$ cat src/esc_dec_pkg.sv
// package for the backslash escape decoder
// holds the character codes, mode codes, limits and the state and result types
package esc_dec_pkg;

    localparam int unsigned MAX_CHARS = 255;

    localparam logic [1:0] MODE_PLAIN  = 2'd0;
    localparam logic [1:0] MODE_ESC    = 2'd1;
    localparam logic [1:0] MODE_DIGITS = 2'd2;
    localparam logic [1:0] MODE_CARET  = 2'd3;

    localparam logic [7:0] CH_BSLASH = 8'h5c;
    localparam logic [7:0] CH_CARET  = 8'h5e;
    localparam logic [7:0] CH_QMARK  = 8'h3f;
    localparam logic [7:0] CH_ZERO   = 8'h30;
    localparam logic [7:0] CH_NINE   = 8'h39;
    localparam logic [7:0] CH_B      = 8'h62;
    localparam logic [7:0] CH_T      = 8'h74;
    localparam logic [7:0] CH_N      = 8'h6e;
    localparam logic [7:0] CH_F      = 8'h66;
    localparam logic [7:0] CH_R      = 8'h72;

    localparam logic [7:0] CODE_BS  = 8'o010;
    localparam logic [7:0] CODE_HT  = 8'o011;
    localparam logic [7:0] CODE_LF  = 8'o012;
    localparam logic [7:0] CODE_FF  = 8'o014;
    localparam logic [7:0] CODE_CR  = 8'o015;
    localparam logic [7:0] CODE_DEL = 8'o177;
    localparam logic [7:0] CTRL_MASK = 8'o037;

    localparam logic [7:0] MAX_COUNT = 8'd255;
    localparam logic [7:0] CHAR_LIMIT = 8'(MAX_CHARS);

    localparam int unsigned QUEUE_DEPTH = 4;
    localparam int unsigned QPTR_W = $clog2(QUEUE_DEPTH);
    localparam int unsigned QCNT_W = $clog2(QUEUE_DEPTH + 1);

    typedef struct packed {
        logic [1:0] mode;
        logic [1:0] digit_count;
        logic [7:0] digit_value;
        logic [7:0] chars_seen;
        logic [7:0] bytes_made;
    } t_state;

    typedef struct packed {
        logic [7:0] byte_out;
        logic       byte_valid;
        logic       done_res;
        logic [7:0] out_length;
    } t_res;

    typedef struct packed {
        logic have0;
        logic have1;
        t_res res0;
        t_res res1;
    } t_emit;

endpackage

$ cat src/backslash_escape_decoder_top.sv
// top level of the backslash escape decoder
// holds the decode state and joins esc_dec_step and esc_dec_queue, depends on esc_dec_pkg
//
// Decodes backslash escapes in a character stream, one character item per clock while
// o_in_ready is high. An accepted item updates the decode state in the same cycle and
// its results (none, one or two) are registered into a four-entry result queue and
// offered from its head. The queue drains one result per cycle while i_out_ready is
// high, so items that give at most one result stream at one per cycle; items that give
// two (a digit escape cut short by a plain character, or an end item with a pending
// escape) fill two queue entries, and o_in_ready drops while fewer than two are free.
module backslash_escape_decoder_top import esc_dec_pkg::*; (
    input  logic       i_clk,
    input  logic       i_rst_n,
    input  logic       i_in_valid,
    output logic       o_in_ready,
    input  logic [7:0] i_char_in,
    input  logic       i_end_mark,
    output logic       o_out_valid,
    input  logic       i_out_ready,
    output logic [7:0] o_byte_out,
    output logic       o_byte_valid,
    output logic       o_done_res,
    output logic [7:0] o_out_length
);

    t_state r_state;
    t_state n_state;
    t_emit  emit;
    t_res   head;
    logic   accept;
    logic   room2;

    assign o_in_ready = room2;
    assign accept     = i_in_valid && room2;

    esc_dec_step u_step (
        .i_state    (r_state),
        .i_char_in  (i_char_in),
        .i_end_mark (i_end_mark),
        .o_state    (n_state),
        .o_emit     (emit)
    );

    esc_dec_queue u_queue (
        .i_clk   (i_clk),
        .i_rst_n (i_rst_n),
        .i_emit  (emit),
        .i_push  (accept),
        .o_room2 (room2),
        .o_head  (head),
        .o_valid (o_out_valid),
        .i_ready (i_out_ready)
    );

    always_ff @(posedge i_clk) begin
        if (!i_rst_n) begin
            r_state <= '0;
        end else if (accept) begin
            r_state <= n_state;
        end
    end

    assign o_byte_out   = head.byte_out;
    assign o_byte_valid = head.byte_valid;
    assign o_done_res   = head.done_res;
    assign o_out_length = head.out_length;

    // end item clears the string state
    a_end_clears: assert property (@(posedge i_clk) disable iff (!i_rst_n)
        accept && i_end_mark |=> r_state.mode == MODE_PLAIN && r_state.chars_seen == 8'd0
            && r_state.bytes_made == 8'd0)
        else $error("string state not cleared after end item");

    // digit count only nonzero inside a digit escape
    a_digit_count: assert property (@(posedge i_clk) disable iff (!i_rst_n)
        (r_state.mode == MODE_DIGITS) == (r_state.digit_count == 2'd1
            || r_state.digit_count == 2'd2))
        else $error("digit count out of step with mode");

    // characters past the limit leave the state alone
    a_over_limit: assert property (@(posedge i_clk) disable iff (!i_rst_n)
        accept && !i_end_mark && r_state.chars_seen >= CHAR_LIMIT |=> $stable(r_state))
        else $error("state changed by character past the limit");

    // an end item always leaves a done result behind
    a_end_result: assert property (@(posedge i_clk) disable iff (!i_rst_n)
        accept && i_end_mark |-> (emit.have1 && emit.res1.done_res)
            || (emit.have0 && !emit.have1 && emit.res0.done_res))
        else $error("end item without done result");

endmodule

$ cat src/esc_dec_step.sv
// per-item decode logic of the backslash escape decoder
// maps the current state and one input item to the next state and up to two results
// depends on esc_dec_pkg
module esc_dec_step import esc_dec_pkg::*; (
    input  t_state     i_state,
    input  logic [7:0] i_char_in,
    input  logic       i_end_mark,
    output t_state     o_state,
    output t_emit      o_emit
);

    logic       is_digit;
    logic [7:0] digit;
    logic [7:0] acc_value;
    logic       v0;
    logic       v1;
    logic       bv0;
    logic       bv1;
    logic       dn1;
    logic [7:0] b0;
    logic [7:0] b1;
    logic [7:0] len0;
    logic [7:0] len1;

    assign is_digit  = (i_char_in >= CH_ZERO) && (i_char_in <= CH_NINE);
    assign digit     = i_char_in - CH_ZERO;
    assign acc_value = {i_state.digit_value[4:0], 3'b000} + {4'b0000, digit[3:0]};

    always_comb begin
        o_state = i_state;
        v0  = 1'b0;
        v1  = 1'b0;
        bv0 = 1'b1;
        bv1 = 1'b1;
        dn1 = 1'b0;
        b0  = 8'd0;
        b1  = 8'd0;
        if (i_end_mark) begin
            unique case (i_state.mode)
                MODE_DIGITS: begin
                    v0 = 1'b1;
                    b0 = i_state.digit_value;
                    v1 = 1'b1;
                    bv1 = 1'b0;
                    dn1 = 1'b1;
                end
                MODE_ESC, MODE_CARET: begin
                    v0 = 1'b1;
                    v1 = 1'b1;
                    bv1 = 1'b0;
                    dn1 = 1'b1;
                end
                default: begin
                    v1 = 1'b1;
                    bv1 = 1'b0;
                    dn1 = 1'b1;
                end
            endcase
        end else if (i_state.chars_seen < CHAR_LIMIT) begin
            o_state.chars_seen = i_state.chars_seen + 8'd1;
            unique case (i_state.mode)
                MODE_PLAIN: begin
                    if (i_char_in == CH_BSLASH) begin
                        o_state.mode = MODE_ESC;
                    end else begin
                        v0 = 1'b1;
                        b0 = i_char_in;
                    end
                end
                MODE_ESC: begin
                    if (is_digit) begin
                        o_state.digit_value = digit;
                        o_state.digit_count = 2'd1;
                        o_state.mode = MODE_DIGITS;
                    end else begin
                        o_state.mode = MODE_PLAIN;
                        v0 = 1'b1;
                        case (i_char_in)
                            CH_B:     b0 = CODE_BS;
                            CH_T:     b0 = CODE_HT;
                            CH_N:     b0 = CODE_LF;
                            CH_F:     b0 = CODE_FF;
                            CH_R:     b0 = CODE_CR;
                            CH_CARET: begin
                                v0 = 1'b0;
                                o_state.mode = MODE_CARET;
                            end
                            default:  b0 = i_char_in;
                        endcase
                    end
                end
                MODE_DIGITS: begin
                    if (is_digit) begin
                        if (i_state.digit_count >= 2'd2) begin
                            v0 = 1'b1;
                            b0 = acc_value;
                            o_state.mode = MODE_PLAIN;
                            o_state.digit_count = 2'd0;
                            o_state.digit_value = 8'd0;
                        end else begin
                            o_state.digit_value = acc_value;
                            o_state.digit_count = i_state.digit_count + 2'd1;
                        end
                    end else begin
                        v0 = 1'b1;
                        b0 = i_state.digit_value;
                        o_state.digit_count = 2'd0;
                        o_state.digit_value = 8'd0;
                        if (i_char_in == CH_BSLASH) begin
                            o_state.mode = MODE_ESC;
                        end else begin
                            o_state.mode = MODE_PLAIN;
                            v1 = 1'b1;
                            b1 = i_char_in;
                        end
                    end
                end
                default: begin
                    o_state.mode = MODE_PLAIN;
                    v0 = 1'b1;
                    b0 = (i_char_in == CH_QMARK) ? CODE_DEL : (i_char_in & CTRL_MASK);
                end
            endcase
        end
        // pack a lone second result into the first slot
        if (!v0 && v1) begin
            v0  = 1'b1;
            bv0 = bv1;
            b0  = b1;
            v1  = 1'b0;
        end
        len0 = i_state.bytes_made
             + {7'd0, v0 && bv0 && (i_state.bytes_made != MAX_COUNT)};
        len1 = len0 + {7'd0, v1 && bv1 && (len0 != MAX_COUNT)};
        o_state.bytes_made = len1;
        if (i_end_mark) begin
            o_state = '0;
        end
    end

    assign o_emit.have0           = v0;
    assign o_emit.have1           = v1;
    assign o_emit.res0.byte_out   = b0;
    assign o_emit.res0.byte_valid = bv0;
    assign o_emit.res0.done_res   = i_end_mark && !v1;
    assign o_emit.res0.out_length = len0;
    assign o_emit.res1.byte_out   = b1;
    assign o_emit.res1.byte_valid = bv1;
    assign o_emit.res1.done_res   = dn1;
    assign o_emit.res1.out_length = len1;

endmodule

$ cat src/esc_dec_queue.sv
// small result queue of the backslash escape decoder, depends on esc_dec_pkg
// takes up to two results per cycle and hands out one per cycle while i_ready is high
module esc_dec_queue import esc_dec_pkg::*; (
    input  logic  i_clk,
    input  logic  i_rst_n,
    input  t_emit i_emit,
    input  logic  i_push,
    output logic  o_room2,
    output t_res  o_head,
    output logic  o_valid,
    input  logic  i_ready
);

    t_res              r_mem [QUEUE_DEPTH];
    logic [QPTR_W-1:0] r_wr_ptr;
    logic [QPTR_W-1:0] r_rd_ptr;
    logic [QCNT_W-1:0] r_count;
    logic [QPTR_W-1:0] n_wr_ptr;
    logic [QPTR_W-1:0] n_rd_ptr;
    logic [QCNT_W-1:0] n_count;
    logic [QPTR_W-1:0] wr_ptr1;
    logic              w0;
    logic              w1;
    logic              pop;

    assign w0      = i_push && i_emit.have0;
    assign w1      = i_push && i_emit.have1;
    assign pop     = o_valid && i_ready;
    assign wr_ptr1 = r_wr_ptr + QPTR_W'(1);
    assign o_valid = (r_count != '0);
    assign o_head  = r_mem[r_rd_ptr];
    assign o_room2 = (r_count <= QCNT_W'(QUEUE_DEPTH - 2));

    always_comb begin
        n_wr_ptr = r_wr_ptr + QPTR_W'(w0) + QPTR_W'(w1);
        n_rd_ptr = r_rd_ptr + QPTR_W'(pop);
        n_count  = r_count + QCNT_W'(w0) + QCNT_W'(w1) - QCNT_W'(pop);
    end

    always_ff @(posedge i_clk) begin
        if (!i_rst_n) begin
            r_wr_ptr <= '0;
            r_rd_ptr <= '0;
            r_count  <= '0;
        end else begin
            r_wr_ptr <= n_wr_ptr;
            r_rd_ptr <= n_rd_ptr;
            r_count  <= n_count;
        end
    end

    always_ff @(posedge i_clk) begin
        if (w0) begin
            r_mem[r_wr_ptr] <= i_emit.res0;
        end
        if (w1) begin
            r_mem[wr_ptr1] <= i_emit.res1;
        end
    end

endmodule

$ cat config.mk
export PLATFORM = sky130hd
export DESIGN_NAME = backslash_escape_decoder_top
export DESIGN_NICKNAME = d
export VERILOG_FILES = /design/src/esc_dec_pkg.sv /design/src/backslash_escape_decoder_top.sv /design/src/esc_dec_step.sv /design/src/esc_dec_queue.sv
export SDC_FILE = /design/constraint.sdc
export NUM_CORES = 1
export LEC_CHECK = 0
export BUFFER_PORTS_ARGS = -buffer_cell sky130_fd_sc_hd__buf_2
export CAP_MARGIN = 15
export CORE_UTILIZATION = 58
export CTS_CLUSTER_DIAMETER = 150
export CTS_CLUSTER_SIZE = 12
export DETAILED_ROUTE_END_ITERATION = 8
export GPL_ROUTABILITY_DRIVEN = 0
export PLACE_DENSITY_LB_ADDON = 0.1
export SLEW_MARGIN = 30
export SYNTH_ARGS = -nofsm -noshare
export SYNTH_HDL_FRONTEND = slang
export SYNTH_SLANG_ARGS = --single-unit
$ cat constraint.sdc
create_clock -name i_clk -period 11.7 [get_ports i_clk]
set_clock_uncertainty 0.05 [all_clocks]
set_input_delay 1.17 -clock i_clk [delete_from_list [all_inputs] [get_ports i_clk]]
set_output_delay 1.17 -clock i_clk [all_outputs]
set_load 0.05 [all_outputs]
---- After elaboration in Yosys (flattened, before gate mapping) ----
Memories as Yosys holds them, arrays and structs flattened. A register that Yosys moved wholly into a read port is not among the register bits.
Cells that the tools add are included.
operators by class
  reduce and logical (&&, ||, !) cells .... 21
  add/sub/neg operators ................... 13
  magnitude comparators ................... 5
  divide/modulo/power cells ............... 0
  $mul .................................... 0
  shifts and indexed selects .............. 0
  bitwise operators ....................... 0
  equal/unequal tests ..................... 16
  mux-type cells .......................... 50
operators with widths
  operator             count
  $mux 8               12
  $eq 8x7->1 const B   7
  $pmux 8 s6           1
  $mux 28              1
  $pmux 8 s3           1
  $mux 1               22
  $mux 10              2
  $mux 20              1
  $pmux 10 s2          1
  $add 8x1->8          2
  $ne 8x8->1 const B   2
  $mux 12              1
  $logic_and 1x1->1    11
  $mux 2               5
  $add 8x1->8 const B  1
  $add 8x4->8          1
  $eq 8x6->1 const B   1
  $ge 8x6->1 const B   1
  $le 8x6->1 const B   1
  $lt 8x8->1 const B   1
  $reduce_and 4->1     2
  $sub 8x6->8 const B  1
  $mux 7               1
  $add 2x1->2          3
  17 further kinds     23
storage, ports and cells
  input port bits ......................... 13
  memory bits (read-only) ................. 0
  register bits after elaboration ......... 35
  memories ................................ 1
  output and inout bits ................... 20
  bits in latches ......................... 0
  logic and storage cells ................. 114
  memory bits (writable) .................. 72
memory list
  name           words  bits a word  read ports  clocked after memory_dff  wr ports  line                 source
  u_queue.r_mem  4      18           1           1                         2         esc_dec_queue.sv:14  t_res r_mem [QUEUE_DEPTH];

---- Longest topological paths before layout ----
Gate-level depths: netlist of run 1.
  depth after elaboration ................. 16
  mapped depth ............................ 22

---- Modules after synthesis ----
A second synthesis of run 1 with hierarchy kept.
second synthesis, totals
  cell total of the unflattened synthesis .. 662
  area total of the unflattened synthesis .. 7150.6 µm²
by module, submodules not included
  module                        times used  sequential area each (µm²)  area an instance (µm²)  cells each
  esc_dec_queue                 1           2302.2                      4095.2                  222
  esc_dec_step                  1           0.0                         1920.6                  312
  backslash_escape_decoder_top  1           560.5                       1134.8                  128

---- Least setup slack after synthesis of run 1 ----
Ideal clock, no wire load.
  kind .................................... input to register
  start point ............................. in i_char_in[4]
  end point ............................... reg r_state[7] in the netlist's numbering
  setup slack ............................. 6.154 ns
  data required time ...................... 11.591 ns
  data arrival time ....................... 5.437 ns
  path buffers ............................ 2
  stages on the path ...................... 22
  setup time .............................. 0.059 ns
  path through ............................ ha_1 -> nor3b_1 -> nand2_1 -> nor3_1 -> nor2_1 -> nand3_1 -> a21oi_1 -> ha_1 -> ha_1 -> nand4_1 -> xor2_1 -> nor3_1 -> a21oi_1 -> ha_1 -> nand3_4 -> or3_1 -> buf_2 -> or3_1 -> buf_2 -> xnor2_2 -> o31ai_1 -> and2_1
between the ends
  longest elaborated chain between the ends .. 16
  elaborated cells between the ends (all ways) .. 29
  classes of those cells .................. add/sub (2); order compare (2); eq/ne (3); mux (15); reduce/logical (7)
RTL lines
  what                                                line                                    source
  start: declaration                                  backslash_escape_decoder_top.sv:16      input logic [7:0] i_char_in,
  $ge 8x6->1, or another cell as far along            esc_dec_step.sv:25                      assign is_digit = (i_char_in >= CH_ZERO) && (i_char_in <= CH_NINE);
  $logic_and 1x1->1 / $mux 1 (equally long branches)  esc_dec_step.sv:25, esc_dec_step.sv:78
  $mux 1 (on tied branches)                           esc_dec_step.sv:93, esc_dec_step.sv:71
  $pmux 1 s3                                          esc_dec_step.sv:61                      unique case (i_state.mode)
  $mux 1                                              esc_dec_step.sv:59                      end else if (i_state.chars_seen < CHAR_LIMIT) begin
  $mux 1                                              esc_dec_step.sv:38                      if (i_end_mark) begin
  $logic_not 1->1                                     esc_dec_step.sv:126                     if (!v0 && v1) begin
  $logic_and 1x1->1                                   esc_dec_step.sv:126
  $mux 1                                              esc_dec_step.sv:126
  $logic_and 1x1->1 (2 in a row)                      esc_dec_step.sv:133                     + {7'd0, v0 && bv0 && (i_state.bytes_made != MAX_COUNT)};
  $add 8x1->8                                         esc_dec_step.sv:133
  $ne 8x8->1                                          esc_dec_step.sv:134                     len1 = len0 + {7'd0, v1 && bv1 && (len0 != MAX_COUNT)};
  $logic_and 1x1->1                                   esc_dec_step.sv:134
  $add 8x1->8 (*)                                     esc_dec_step.sv:134
  $mux 28 (*)                                         esc_dec_step.sv:136                     if (i_end_mark) begin
  end signal: assignment                              backslash_escape_decoder_top.sv:59      r_state <= n_state;
  end: declaration                                    backslash_escape_decoder_top.sv:26      t_state r_state;
Every way passes the cells marked *; elsewhere a longest branch is shown, timed or not.
A chain may end at the register's enable or synchronous reset.

---- Worst setup path after layout of run 1 ----
  start point ............................. in i_char_in[4]
  end point ............................... reg r_state[6] in the netlist's numbering
Same word-level chain as after synthesis.

==> out/qor.yml, run 1 <==
status: "completed"
worst_setup_path_end_kind: "register"
diodes: 0
wl_per_cell_um: 19.0
drv_cap: 0
whs_ps: 499
max_clock_freq_ghz: 0.157
hold_path_class: "register to register"
die_w_um: 106
seq_area_um2: 2860
portBuffers: 32
grt_util_all_layers_pct: 27.7
p_sw_share_pct: 37.4
crit_slowest_cell: "xor2_1"
comb_power_share_pct: 34.2
syn2layout_area_growth_pct: 7.17
clkPwrFrac_pct: 22.9
initial_core_util_pct: 60.1
synth_seq_cells: 107
slew_viol_final: 0
die_area_um2: 11200
rr_worst_depth: 18
ys_types: 56
synth-async-reset-ratio_pct: 0
post_cts_resized: 0
synth_ff_type: "edfxtp_1"
p_leak_nw: 2.37
avgSynthCellArea_um2: 10.1
required_ps: 11970
cp.arrival_ps: 6650
final-hold-violation-count: 0
routed_wl_um: 14500
syn_inst: 616
clk_pin_slew_worst_paths_ps: 100
cp_max_fo: 17
htree_levels: 3
switching_power_mw: 0.416
fp.dieH_um: 106
cts_buffer_depth: 2
drtAntennaViolNets: 0
syn-cell-area_um2: 6230
cts_buffers: 9
clk_latency_ps: 380
nFillCells: 853
row_count: 37
whs_path_depth: 2
ir_worst_vdd_uv: 114
core-area_um2: 10400
grt_pass1_wl_um: 23800
slew_headroom_pct: 38.1
synthTopCellsByCount: "edfxtp_1 (72), nand2_1 (72), nor2_1 (49)"
power_density_nw_per_um2: 166
crit_top_cell: "ha_1"
internal_power_mw: 0.694
drcViolationCount: 0
startpoint_type: "primary input"
drt-pass1-iter-count: 7
nets: 652
cts.sinks: 107
grt_start_max_net_pins: 32
seqPwrFrac_pct: 42.9
finalCritPeriodShare_pct: 54.6
crit_path_max_incr_delay_ps: 590
synth_edf_count: 72
vias: 4775
tightest_slew_ps: 925
dp_hpwl_um: 9720
viasPerCell: 6.25
setup_viol: 0
grt_pass1_vias: 4670
drt_iter0_drc: 417
path_cells: "buf_2 -> ha_1 -> nor3b_1 -> nand2_1 -> nor3_1 -> nor2_1 -> nand3_1 -> a21oi_1 -> ha_1 -> ha_1 -> nand4_1 -> xor2_1 -> nor3_1 -> a21oi_1 -> ha_1 -> ha_1 -> nand3b_1 -> or3_1 -> xnor2_1 -> o31ai_1 -> and2_1"
ys_seq_area_share_pct: 46.0
ys_warn_count: 0
final.setup.tns_ps: 0
cts_tree: "yes"
netlist_top_cells_area: "edfxtp_1 (35%), dfxtp_1 (11%), mux4_2 (6.5%), nand2_1 (4.3%), xnor2_1 (4.1%)"
crit_type: "primary input to register"
io_pins: 33
ctsHoldBuffers: 0
layout-drive-gt1-share_pct: 13.7
antenna_found_initial: 0
rsz0062_at_grt: "false"
synth_top_cell_area_share_pct: 34.7
cts-root-buf: "clkbuf_8"
syn_nets: 645
finalCriticalPeriod_ps: 6390
synth_top_area_cell: "edfxtp_1"
grt_overflow: 0
cts_setup_buffers: 0
multi_input_area_um2: 3140
## power by group through the flow
stage	combinational, mW	sequential (mW)	clock [mW]
after floorplan	0.310	0.472	0
after global placement	0.375	0.482	0
after detailed placement	0.382	0.485	0
after CTS	0.383	0.476	0.257
after global routing	0.410	0.481	0.269
final	0.380	0.477	0.254
## cell families after synthesis
kind of cell,Yosys count,synth area share [%]
AO/OA/AOI/OAI,122,12.6
XOR/XNOR,50,7.45
adder cells (fa/ha/maj),16,3.58
buffers and inverters,60,3.84
flip-flops,107,46.0
multiplexers,28,8.12
AND/OR/NAND/NOR,233,18.4
## critical path, delay by kind of cell
family / cells / cell delay [ps]
AND/OR/NAND/NOR: 10 / 2680
adder cells (fa/ha/maj): 5 / 1330
XOR/XNOR: 2 / 750
AO/OA/AOI/OAI: 3 / 530
buffers and inverters: 1 / 190
## sequential cells by signal, summed over array words and instances, names as in the netlist
register / flops
u_queue.r_wr_ptr: 2
u_queue.r_mem: 72
u_queue.r_rd_ptr: 2
r_state: 28
u_queue.r_count: 3
## cell type report
cell class                 count  area share, %
multi-input combinational    449           47.1
sequential                   107           42.9
tap                          136           2.55
timing repair buffer          38           3.07
inverter                      18           1.01
clock buffer                   9           1.86
clock inverter                 7           1.50
## cell usage in the layout (no fill, tap or decap), drive strengths merged, types with 22 or more instances in the layout
| master | instances |
|---|---|
| a21oi | 37 |
| xnor2 | 30 |
| nand3 | 25 |
| dfxtp | 35 |
| o21ai | 27 |
| nor2b | 22 |
| buf | 38 |
| nand2 | 72 |
| nor2 | 49 |
| edfxtp | 72 |
## routing by layer
metal | vias up | GRT usage, % | wire [um]
met4 | 0 | 11.9 | 320
li1 | 2245 | - | -
met3 | 31 | 3.53 | 1030
met5 | - | 0 | 0
met1 | 2293 | 37.9 | 6260
met2 | 206 | 44.5 | 6870
## worst paths after layout
| kind | from | slack [ps] | end |
|---|---|---|---|
| worst max-delay path | i_char_in[4] | 5310 | r_state[6]$_SDFFE_PN0P_ |
| worst min-delay path | r_state[13]$_SDFFE_PN0P_ | 500 | r_state[13]$_SDFFE_PN0P_ |
| worst max register to register | r_state[27]$_SDFFE_PN0P_ | 6370 | r_state[6]$_SDFFE_PN0P_ |
| worst min register to register | r_state[13]$_SDFFE_PN0P_ | 500 | r_state[13]$_SDFFE_PN0P_ |
## metrics by stage
step                      util, %  power [mW]  worst slack (ps)  area, um2  cells
after floorplan                 -       0.782              6150       6230    616
after global routing         64.4        1.16              4880       6670    764
after CTS                    64.3        1.12              5440       6670    764
after global placement       62.2       0.857              5350       6450    748
after detailed placement     62.2       0.867              5060       6450    748
final                        64.4        1.11              5310       6670    764
Note: power is estimated with default switching activity, not from simulation.
==> run 2: changes to the inputs <==
Clock period 11.7 ns to 6.55 ns, I/O delays scaled along.
==> run 2 against run 1 <==
Against the previous run: register-to-register slack worse by 5100 ps; highest routed layer unchanged; final cell count rose by 0.39%; critical path type unchanged; largest power group unchanged; sequential cell count unchanged.
==> out/qor.yml, run 2 (synthesis results as in run 1) <==
startpoint_type: "primary input"
fp.dieH_um: 106  # unchanged
cp_max_fo: 17  # unchanged
drt_iter0_drc: 315  # -24%
worst_setup_path_end_kind: "register"
diodes: 0  # unchanged
portBuffers: 32  # unchanged
ctsHoldBuffers: 0  # unchanged
regMostFlops: "u_queue.r_mem"
min_from: "r_state[13]$_SDFFE_PN0P_"
power_density_nw_per_um2: 287  # +73%
cts_buffers: 9  # unchanged
max_clock_freq_ghz: 0.180
cp.arrival_ps: 5830  # -820 ps
drt-pass1-iter-count: 5  # -2
ir_worst_vdd_uv: 152  # +33%
initial_core_util_pct: 60.1  # unchanged
mostFrequentLayoutCells: "nand2_1 (72), edfxtp_1 (72), nor2_1 (49)"
slew_viol_final: 0  # unchanged
cts_setup_buffers: 0  # unchanged
setup_viol: 0  # unchanged
io_pins: 33  # unchanged
htree_levels: 3  # unchanged
drv_cap: 0  # unchanged
finalCriticalPeriod_ps: 5570
drcViolationCount: 0  # unchanged
final.setup.tns_ps: 0  # unchanged
drtAntennaViolNets: 0  # unchanged
clk_pin_slew_worst_paths_ps: 100  # about the same
syn2layout_area_growth_pct: 6.89
hold_path_class: "register to register"
cts_buffer_depth: 2  # unchanged
crit_type: "primary input to register"
grt_util_all_layers_pct: 26.7  # -0.95 points
rsz0062_at_grt: "false"
fin_util_pct: 64.2  # -0.17 points
status: "completed"
tightest_slew_ps: 926  # +0.470 ps
die_w_um: 106  # unchanged
cts.sinks: 107  # unchanged
r2r-start: "r_state[27]$_SDFFE_PN0P_"
top_regs: "u_queue.r_mem (72), r_state (28), u_queue.r_count (3)"
grt_overflow: 0  # unchanged
grt_pass1_wl_um: 22900  # -3.8%
layout-drive-gt1-share_pct: 13.9  # +0.25 points
dp_hpwl_um: 9560  # -1.6%
viasPerCell: 6.10  # -2.4%
grt_start_max_net_pins: 32  # unchanged
largest_reg_flops: 72  # unchanged
required_ps: 6810  # -5160 ps
cts-root-buf: "clkbuf_8"
post_cts_resized: 0  # unchanged
die_area_um2: 11200  # unchanged
core-area_um2: 10400  # unchanged
wl_per_cell_um: 18.3  # -3.5%
critPathLaunch: "i_char_in[4]"
final-hold-violation-count: 0  # unchanged
routed_wl_um: 14000  # -3.2%
vias: 4679  # -2.0%
cts_tree: "yes"
antenna_found_initial: 0  # unchanged
slew_headroom_pct: 38.1  # about the same
p_leak_nw: 2.38  # about the same
nets: 655  # +0.46%
grt_pass1_vias: 4557  # -2.4%
nFillCells: 839  # -1.6%
row_count: 37  # unchanged
clk_latency_ps: 370  # about the same
finalCritPeriodShare_pct: 85.0
==> run 2: area by class of cell <==
class                      count  area (um2)  share of cell area [%]
clock buffer                  10         128                    1.92
tap                          136         170                    2.56
clock inverter                 6        56.3                   0.846
sequential                   107        2860                    43.0
multi-input combinational    449        3140                    47.2
timing repair buffer          41         228                    3.42
inverter                      18        67.6                    1.02
==> run 2: routing by layer <==
layer  vias to the layer above  share of wire (%)  GRT usage (%)
met2                       168                 48           44.1
met4                         0                2.1           8.73
li1                       2255                  -              -
met5                         -                  0              0
met1                      2230                 44           36.2
met3                        26                6.3           4.27
==> run 2: path summary, 6_finish.rpt <==
| kind | endpoint | cells past startpoint | slack [ps] |
|---|---|---|---|
| setup / recovery | r_state[7]$_SDFFE_PN0P_ | 22 | 980 |
| hold / removal | r_state[13]$_SDFFE_PN0P_ | 2 | 490 |
| setup reg to reg | r_state[7]$_SDFFE_PN0P_ | 18 | 1290 |
| hold reg to reg | r_state[13]$_SDFFE_PN0P_ | 2 | 490 |
==> run 2: power by group <==
part / total [mW] / internal, mW / leakage (nW) / switching [mW]
clock network: 0.390 / 0.147 / 0.0909 / 0.243
registers: 0.851 / 0.808 / 0.947 / 0.0432
logic: 0.672 / 0.214 / 1.34 / 0.458
==> run 2: metrics by stage <==
step	power, mW	hold slack, ps	setup WS, ps	instances	instance area, um2
global placement	1.53	448	991	751	6470
detailed placement	1.54	461	680	751	6470
floorplan	1.40	430	1520	616	6230
finish	1.91	485	981	767	6660
CTS	1.92	478	1060	767	6660
global route	2.01	502	541	767	6660
==> run 2: critical path: stages <==
cell	delay (ps)
buf_2	180
ha_1	270
nor3b_1	330
nand2_1	80
buf_4	210
nor3_1	450
nor2_1	120
nand3_1	120
a21oi_1	90
ha_1	240
ha_1	300
nand3_1	130
xor2_1	620
nor3_1	110
a21oi_1	170
ha_1	230
nand3_4	110
or3_1	440
or3_1	450
xnor2_2	160
o31ai_1	190
and2_1	150
